### src/rtl/fwrv_pkg.sv
package fwrv_pkg;

  localparam int DATA_W = 32;

  typedef enum logic [1:0] {
    OP_PUSH   = 2'd0,
    OP_REMOVE = 2'd1,
    OP_DUMP   = 2'd2
  } op_t;

  typedef enum logic [2:0] {
    ST_PUSHED   = 3'd0,
    ST_FULL     = 3'd1,
    ST_REMOVED  = 3'd2,
    ST_NOTFOUND = 3'd3,
    ST_DUMP     = 3'd4
  } status_t;

  typedef enum logic [1:0] {
    S_IDLE,
    S_EXEC,
    S_DUMP
  } state_t;

  // per-cell control
  typedef struct packed {
    logic cap;  // capture key compare
    logic wr;   // load broadcast value
    logic shl;  // take neighbor's value
  } cell_ctl_t;

endpackage

### src/rtl/fwrv_cell.sv
module fwrv_cell
  import fwrv_pkg::*;
(
  input  logic              clk,
  input  cell_ctl_t         ctl,
  input  logic [DATA_W-1:0] key,
  input  logic [DATA_W-1:0] bcast,
  input  logic [DATA_W-1:0] nxt,
  output logic [DATA_W-1:0] data,
  output logic              hit
);

  always_ff @(posedge clk) begin
    if (ctl.wr) begin
      data <= bcast;
    end else if (ctl.shl) begin
      data <= nxt;
    end
    if (ctl.cap) begin
      hit <= (data == key);
    end
  end

endmodule

### src/rtl/fifo_with_remove_by_value_core.sv
// Ordered queue of up to DEPTH signed 32-bit values with delete by key.
// Input channel s_*: s_tuser = opcode (0 push, 1 remove first match,
// 2 dump), s_tdata = value. Output channel m_*: m_tdata = entry,
// m_tuser = {is_empty, status}, m_tlast = last result of the item.
// The queue is a row of cells, one entry each, head in cell 0.
// Push and remove take an accept cycle, in which every cell compares its
// entry with the key, and an execute cycle, in which the tail cell loads or
// the first match and the cells behind it shift up one place.
// A dump rotates the row by one cell per cycle while the output register is
// free, the head going out and back in at the tail, so after N results for
// N entries the queue is as before. An empty dump gives one result.
// Results are registered and appear on m_* in the cycle after the execute
// cycle. The output register lets a new item be accepted while a result
// waits; when m_tready is low, the execute and dump steps wait for the register to free up.
// Opcode 3 is accepted and dropped with no result.
// Reset empties the queue and the output register; entry cells are not
// cleared.
module fifo_with_remove_by_value_core
  import fwrv_pkg::*;
#(
  parameter int DEPTH = 32
) (
  input  logic              clk,
  input  logic              rst,
  input  logic              s_tvalid,
  output logic              s_tready,
  input  logic [DATA_W-1:0] s_tdata,   // [31:0] value
  input  logic [1:0]        s_tuser,   // [1:0] opcode
  output logic              m_tvalid,
  input  logic              m_tready,
  output logic [DATA_W-1:0] m_tdata,   // [31:0] entry
  output logic [3:0]        m_tuser,   // [2:0] status, [3] is_empty
  output logic              m_tlast
);

  localparam int OCC_W = $clog2(DEPTH + 1);
  localparam int LVL   = $clog2(DEPTH);
  localparam logic [OCC_W-1:0] FULL = OCC_W'(DEPTH);

  state_t           state, state_next;
  op_t              op;
  logic [OCC_W-1:0] occ, occ_next;
  logic [OCC_W-1:0] cnt, cnt_next;
  logic [OCC_W-1:0] occ_m1;

  logic [DATA_W-1:0] data [DEPTH];
  logic [DEPTH-1:0]  hit;
  logic [DEPTH-1:0]  hv;
  logic [DEPTH-1:0]  pre [LVL+1];
  cell_ctl_t         ctl [DEPTH];
  logic [DATA_W-1:0] bcast;
  logic              found;
  logic [DATA_W-1:0] s_tdata_q;

  logic              out_free;
  logic              emit;
  status_t           e_status;
  logic [DATA_W-1:0] e_entry;
  logic              e_empty;
  logic              e_last;
  logic              cap, do_push, do_rem, do_rot;

  assign occ_m1   = occ - OCC_W'(1);
  assign out_free = !m_tvalid || m_tready;
  assign s_tready = (state == S_IDLE);
  assign bcast    = do_rot ? data[0] : s_tdata_q;

  // cell row
  for (genvar i = 0; i < DEPTH; i++) begin : g_cell
    logic [DATA_W-1:0] nxt;
    if (i == DEPTH - 1) begin : g_end
      assign nxt = '0;
    end else begin : g_mid
      assign nxt = data[i+1];
    end
    assign hv[i]      = hit[i] && (OCC_W'(i) < occ);
    assign ctl[i].cap = cap;
    assign ctl[i].wr  = (do_push && (OCC_W'(i) == occ)) ||
                        (do_rot && (OCC_W'(i) == occ_m1));
    assign ctl[i].shl = (do_rem && pre[LVL][i]) || do_rot;

    fwrv_cell u_cell (
      .clk  (clk),
      .ctl  (ctl[i]),
      .key  (s_tdata),
      .bcast(bcast),
      .nxt  (nxt),
      .data (data[i]),
      .hit  (hit[i])
    );
  end

  // prefix OR of hits: cells at and behind the first match shift up
  assign pre[0] = hv;
  for (genvar l = 0; l < LVL; l++) begin : g_lvl
    for (genvar i = 0; i < DEPTH; i++) begin : g_bit
      if (i >= (1 << l)) begin : g_or
        assign pre[l+1][i] = pre[l][i] | pre[l][i-(1<<l)];
      end else begin : g_pass
        assign pre[l+1][i] = pre[l][i];
      end
    end
  end
  assign found = pre[LVL][DEPTH-1];

  always_ff @(posedge clk) begin
    if (rst) begin
      state <= S_IDLE;
      occ   <= '0;
      cnt   <= '0;
    end else begin
      state <= state_next;
      occ   <= occ_next;
      cnt   <= cnt_next;
    end
  end

  always_ff @(posedge clk) begin
    if (s_tvalid && s_tready) begin
      op        <= op_t'(s_tuser);
      s_tdata_q <= s_tdata;
    end
  end

  always_comb begin
    state_next = state;
    occ_next   = occ;
    cnt_next   = cnt;
    emit       = 1'b0;
    e_status   = ST_PUSHED;
    e_entry    = '0;
    e_empty    = 1'b0;
    e_last     = 1'b1;
    cap        = 1'b0;
    do_push    = 1'b0;
    do_rem     = 1'b0;
    do_rot     = 1'b0;
    case (state)
      S_IDLE: begin
        if (s_tvalid) begin
          cap = 1'b1;
          case (s_tuser)
            OP_PUSH, OP_REMOVE, OP_DUMP: state_next = S_EXEC;
            default: ;
          endcase
        end
      end
      S_EXEC: begin
        if (out_free) begin
          emit       = 1'b1;
          state_next = S_IDLE;
          case (op)
            OP_PUSH: begin
              if (occ == FULL) begin
                e_status = ST_FULL;
              end else begin
                do_push  = 1'b1;
                occ_next = occ + OCC_W'(1);
              end
            end
            OP_REMOVE: begin
              if (found) begin
                do_rem   = 1'b1;
                occ_next = occ_m1;
                e_status = ST_REMOVED;
              end else begin
                e_status = ST_NOTFOUND;
              end
            end
            OP_DUMP: begin
              e_status = ST_DUMP;
              if (occ == '0) begin
                e_empty = 1'b1;
              end else begin
                e_entry = data[0];
                do_rot  = 1'b1;
                e_last  = (occ == OCC_W'(1));
                if (!e_last) begin
                  state_next = S_DUMP;
                  cnt_next   = OCC_W'(1);
                end
              end
            end
            default: ;
          endcase
        end
      end
      S_DUMP: begin
        if (out_free) begin
          emit     = 1'b1;
          e_status = ST_DUMP;
          e_entry  = data[0];
          do_rot   = 1'b1;
          e_last   = (cnt == occ_m1);
          if (e_last) begin
            state_next = S_IDLE;
          end else begin
            cnt_next = cnt + OCC_W'(1);
          end
        end
      end
      default: state_next = S_IDLE;
    endcase
  end

  // output register
  always_ff @(posedge clk) begin
    if (rst) begin
      m_tvalid <= 1'b0;
    end else if (emit) begin
      m_tvalid <= 1'b1;
    end else if (m_tready) begin
      m_tvalid <= 1'b0;
    end
  end

  always_ff @(posedge clk) begin
    if (emit) begin
      m_tdata <= e_entry;
      m_tuser <= {e_empty, e_status};
      m_tlast <= e_last;
    end
  end

endmodule

### config.mk
export PLATFORM = sky130hd
export DESIGN_NAME = fifo_with_remove_by_value_core
export DESIGN_NICKNAME = d
export VERILOG_FILES = /design/src/rtl/fwrv_pkg.sv /design/src/rtl/fwrv_cell.sv /design/src/rtl/fifo_with_remove_by_value_core.sv
export SDC_FILE = /design/constraint.sdc
export NUM_CORES = 2
export LEC_CHECK = 0
export ABC_CLOCK_PERIOD_IN_PS = 7200
export BUFFER_PORTS_ARGS = -buffer_cell sky130_fd_sc_hd__buf_4
export CORE_ASPECT_RATIO = 1.5
export CORE_UTILIZATION = 45
export CTS_CLUSTER_DIAMETER = 80
export DETAILED_ROUTE_END_ITERATION = 8
export PLACE_DENSITY_LB_ADDON = 0.08
export SLEW_MARGIN = 30
export SYNTH_ARGS = -nofsm -noshare
export SYNTH_HDL_FRONTEND = slang
export SYNTH_HIERARCHICAL = 1
export SYNTH_SLANG_ARGS = --single-unit
### constraint.sdc
create_clock -name clk -period 7.2 [get_ports clk]
set_input_delay 1.44 -clock clk [delete_from_list [all_inputs] [get_ports clk]]
set_output_delay 1.44 -clock clk [all_outputs]
set_load 0.02 [all_outputs]
# ---- Yosys cells after proc, flatten, opt, wreduce, memory -nomap -nowiden
# Index checks and enable logic that the tools add are counted.
# Widths: inputs -> output; s select.
dict set report word_totals {
  reg_bits 1142
  inputBits 38
  output_inout_bits 39
  elab_cells 712
}
dict set report op_classes {
  n_addsub 3
  magnitude_cmp 32
  eq_ne 114
  muxes 119
  n_bitwise 129
  n_reduce_logical 241
}
# operator n
set op_table {}
lappend op_table {{$mux 32} 69}
lappend op_table {{$eq 32x32->1} 32}
lappend op_table {{$eq 5x6->1 const A} 32}
lappend op_table {{$logic_and 1x1->1} 129}
lappend op_table {{$or 1x1->1} 129}
lappend op_table {{$eq 4x6->1 const A} 16}
lappend op_table {{$lt 5x6->1 const A} 16}
lappend op_table {{$reduce_bool 2->1} 35}
lappend op_table {{$logic_or 1x1->1} 65}
lappend op_table {{$pmux 32 s2} 1}
lappend op_table {{$eq 3x6->1 const A} 8}
lappend op_table {{$lt 4x6->1 const A} 8}
lappend op_table {{$mux 6} 8}
lappend op_table {{$eq 2x6->1 const A} 4}
lappend op_table {{$lt 3x6->1 const A} 4}
lappend op_table {{$mux 1} 24}
lappend op_table {{$pmux 6 s2} 2}
lappend op_table {{$ne 2x2->1 const B} 10}
lappend op_table {{$mux 2} 8}
lappend op_table {{$add 6x1->6 const B} 2}
lappend op_table {{$eq 1x6->1 const A} 2}
lappend op_table {{$logic_not 6->1} 2}
lappend op_table {{$lt 1x6->1 const A} 2}
lappend op_table {{$lt 2x6->1 const A} 2}
lappend op_table {{19 further kinds} 28}

# ---- Longest topological paths before layout
dict set report depth {
  depth_word 15
  depth_mapped 15
  ltp_nobuf 10
}

# ---- By module
# The synthesis kept the hierarchy.
# module n_inst cells_per_inst area_per_inst_um2 seq_area_each_um2
set modules_own_cells {}
lappend modules_own_cells {fwrv_cell 32 113 1742.9 991.0}
lappend modules_own_cells {fifo_with_remove_by_value_core 1 571 5418.9 2432.3}

# ---- Worst setup path before layout
# Ideal clock, no wire load.
dict set report synth_path {
  kind {input port to flip-flop}
  startpoint {in m_tready}
  endpoint {reg g_cell[30].u_cell.data[0] (enable)}
  setup_ns 0.375
  t_arrival_ns 3.852
  t_required_ns 6.825
  setup_slack_ns 2.974
  cell_stages 11
  path_buffers 4
  path_cell_list {nand2b_1 -> nand2_1 -> or2_2 -> clkbuf_1 -> nor3b_2 -> and2_1 -> clkbuf_1 -> a32o_1 -> buf_2 -> buf_6 -> or2_2}
}
# element line
set synth_rtl {}
lappend synth_rtl {{start, declared} fifo_with_remove_by_value_core.sv:30} ;# input logic m_tready,
lappend synth_rtl {{end signal, assigned} fwrv_cell.sv:15} ;# data <= bcast;
lappend synth_rtl {{end signal, assigned} fwrv_cell.sv:17} ;# data <= nxt;
lappend synth_rtl {{end, declared} fwrv_cell.sv:9} ;# output logic [DATA_W-1:0] data,

==> results.json <==
{
  "status": "completed",
  "cpPeakStageDelay_ns": 0.90,
  "ys_seq_area_share_pct": 55.8,
  "ir_drop_uv": 194,
  "grt_usage_pct": 30.1,
  "grt_pass1_wl_mm": 287,
  "clock_latency_ns": 0.78,
  "dpl.hpwl_mm": 135,
  "cts_tree": "yes",
  "cts-resized-gates": 0,
  "routed_wl_mm": 208,
  "max_freq_mhz": 181,
  "die-area_um2": 137000,
  "antenna_found_initial": 11,
  "avgViaCountPerCell": 5.93,
  "synthDistinctLibCells": 74,
  "io_pins": 77,
  "layout-area-overhead-vs-synth_pct": 9.98,
  "synth_top_area_share_pct": 55.3,
  "arrival_ns": 5.91,
  "core_area_um2": 135000,
  "root_buffer": "clkbuf_16",
  "crit_type": "flop to flop",
  "vias": 36700,
  "io_buffers": 76,
  "synthArstFlopShare_pct": 0,
  "whs_ns": 0.545,
  "first_global_vias": 37800,
  "crit_chain": "inv_1 -> ha_1 -> nand2b_1 -> or4_1 -> nor3b_2 -> and2_0 -> a32o_2 -> or2_2",
  "netlist_instances": 4187,
  "rows": 165,
  "drive_gt1_share_pct": 32.5,
  "syn_avg_cell_area_um2": 14.6,
  "yosysTopAreaCell": "edfxtp_1",
  "cts_hold_buf": 0,
  "dr.pass1.iters": 5,
  "yosys_warnings": 6,
  "fin_crit_ns": 5.52,
  "cts_made_buffers": 113,
  "drv_slew": 0,
  "synth_edf_count": 1127,
  "rsz0062_at_grt": "false",
  "initial_utilization_pct": 45.4,
  "ys_seq_elements": 1142,
  "gp_congestion": 0.930,
  "relSlewSlack_pct": 28.8,
  "critPathMaxFanout": 33,
  "clkSinkCount": 1142,
  "h-tree-depth": 3,
  "synthFlopType": "edfxtp_1",
  "p_leak_nw": 22.7,
  "ant_nets": 0,
  "endpoint_kind": "flop",
  "clkSlewWorstSetupHoldPaths_ns": 0.07,
  "start_kind": "flop",
  "maxCapViolCount": 0,
  "setup_tns_ns": 0,
  "nNetsFinal": 4384,
  "crit_slowest_cell": "and2_0",
  "clk_path_buf_depth": 3,
  "overflow": 0,
  "wl_per_cell_um": 33.6,
  "post-cts-setup-buffers": 0,
  "synthTopCellsByArea": "edfxtp_1 (55%), mux2_2 (19%), xor2_1 (15%)",
  "cp.required_ns": 7.59,
  "finalSetupViolations": 0,
  "die_y_um": 454,
  "drt_iter0_drc": 3113,
  "tightest_slew_ns": 1.07,
  "post-route-period-util_pct": 76.6,
  "grt_max_degree": 44,
  "synth_most_common_cell": "edfxtp_1",
  "remaining_drc_errors": 0,
  "hold_violations": 0,
  "synthTopCellsByCount": "edfxtp_1 (1127), xor2_1 (1031), mux2_2 (1024)",
  "die_w_um": 303,
  "hold_class": "flop to flop",
  "skew_ns": 0.0384,
  "syn_area_um2": 61200,
  "cellPowerDensity_nw_per_um2": 217
}
final cells by class:
type	count	area, um^2
antenna	2	5.00
clock buffer	135	3020
clock inverter	75	698
fill	11600	67500
inverter	15	56.3
multi-input combinational	2889	25900
sequential	1142	34100
tap	1753	2190
timing repair buffer	175	1320
path summary, 6_finish.rpt:
kind | from | to | slack (ns) | cells past startpoint
worst max register to register | occ[0] | g_cell[28].u_cell/data[5] | 1.68 | 8
worst max-delay path | occ[0] | g_cell[28].u_cell/data[5] | 1.68 | 8
worst min-delay path | state[1] | state[1] | 0.54 | 2
worst min register to register | state[1] | state[1] | 0.54 | 2
kinds of logic (layout without fill, tap and decap cells):
| kind of cell | after synthesis | in the layout | share of synthesized area (%) |
|---|---|---|---|
| compound gates | 177 | 177 | 2.04 |
| xor+xnor | 1039 | 1039 | 14.9 |
| fa+ha+maj | 10 | 10 | 0.204 |
| buf+inv | 187 | 400 | 2.42 |
| flops | 1142 | 1142 | 55.8 |
| mux | 1026 | 1026 | 18.9 |
| other cells | 1 | 34 | 0.00613 |
| simple gates | 605 | 605 | 5.71 |
where the power goes:
group	switching [mW]	internal (mW)	total [mW]
Sequential	0.0581	7.32	7.37
Combinational	0.867	0.298	1.17
Clock	2.68	3.41	6.08
critical path: cells and delay by family, from the launching register on:
| family | cells | cell delay, ns |
|---|---|---|
| AO/OA/AOI/OAI | 1 | 0.90 |
| buffers and inverters | 1 | 0.26 |
| AND/OR/NAND/NOR | 5 | 2.71 |
| adder cells (fa/ha/maj) | 1 | 0.51 |
| flip-flops | 1 | 0.70 |
registers in the layout, indices dropped and copies added, names as in the netlist:
signal	cells
op	2
m_tdata	32
g_cell.u_cell/data	1024
cnt	6
s_tdata_q	32
occ	6
m_tlast	1
m_tuser	4
m_tvalid	1
g_cell.u_cell/hit	32
state	2
per-layer routing:
metal | GRT usage [%] | up-vias | routed length, um
li1 | - | 16000 | -
met1 | 32.4 | 18700 | 73400
met2 | 54.5 | 1385 | 109000
met3 | 4.05 | 595 | 10400
met4 | 19.9 | 0 | 15100
met5 | 0 | - | 0
through the flow:
stage               total power, mW  std cells  worst slack [ns]  util, %  area, um^2
finish                         14.6       6186              1.68     49.9       67300
global route                   15.0       6185              1.51     49.9       67300
CTS                            14.7       6184              1.78     49.9       67300
detailed placement             8.66       5974              1.32     47.2       63600
global placement               8.65       5973              1.40     47.2       63600
floorplan                      7.99       4218              2.97        -       61300
layout by cell type (no fill, tap or decap), types with 35 or more instances in the layout:
master | Yosys | final
a21o_1 | 35 | 35
clkbuf_16 | 0 | 117
edfxtp_1 | 1127 | 1127
or2_2 | 36 | 36
and2_1 | 43 | 42
xor2_1 | 1031 | 1031
mux2_2 | 1024 | 1024
nor2_1 | 86 | 86
nor4_1 | 261 | 261
nand2_1 | 45 | 45
buf_4 | 3 | 173
nand4_1 | 69 | 69
No activity file was read; power rests on OpenSTA's default activity.
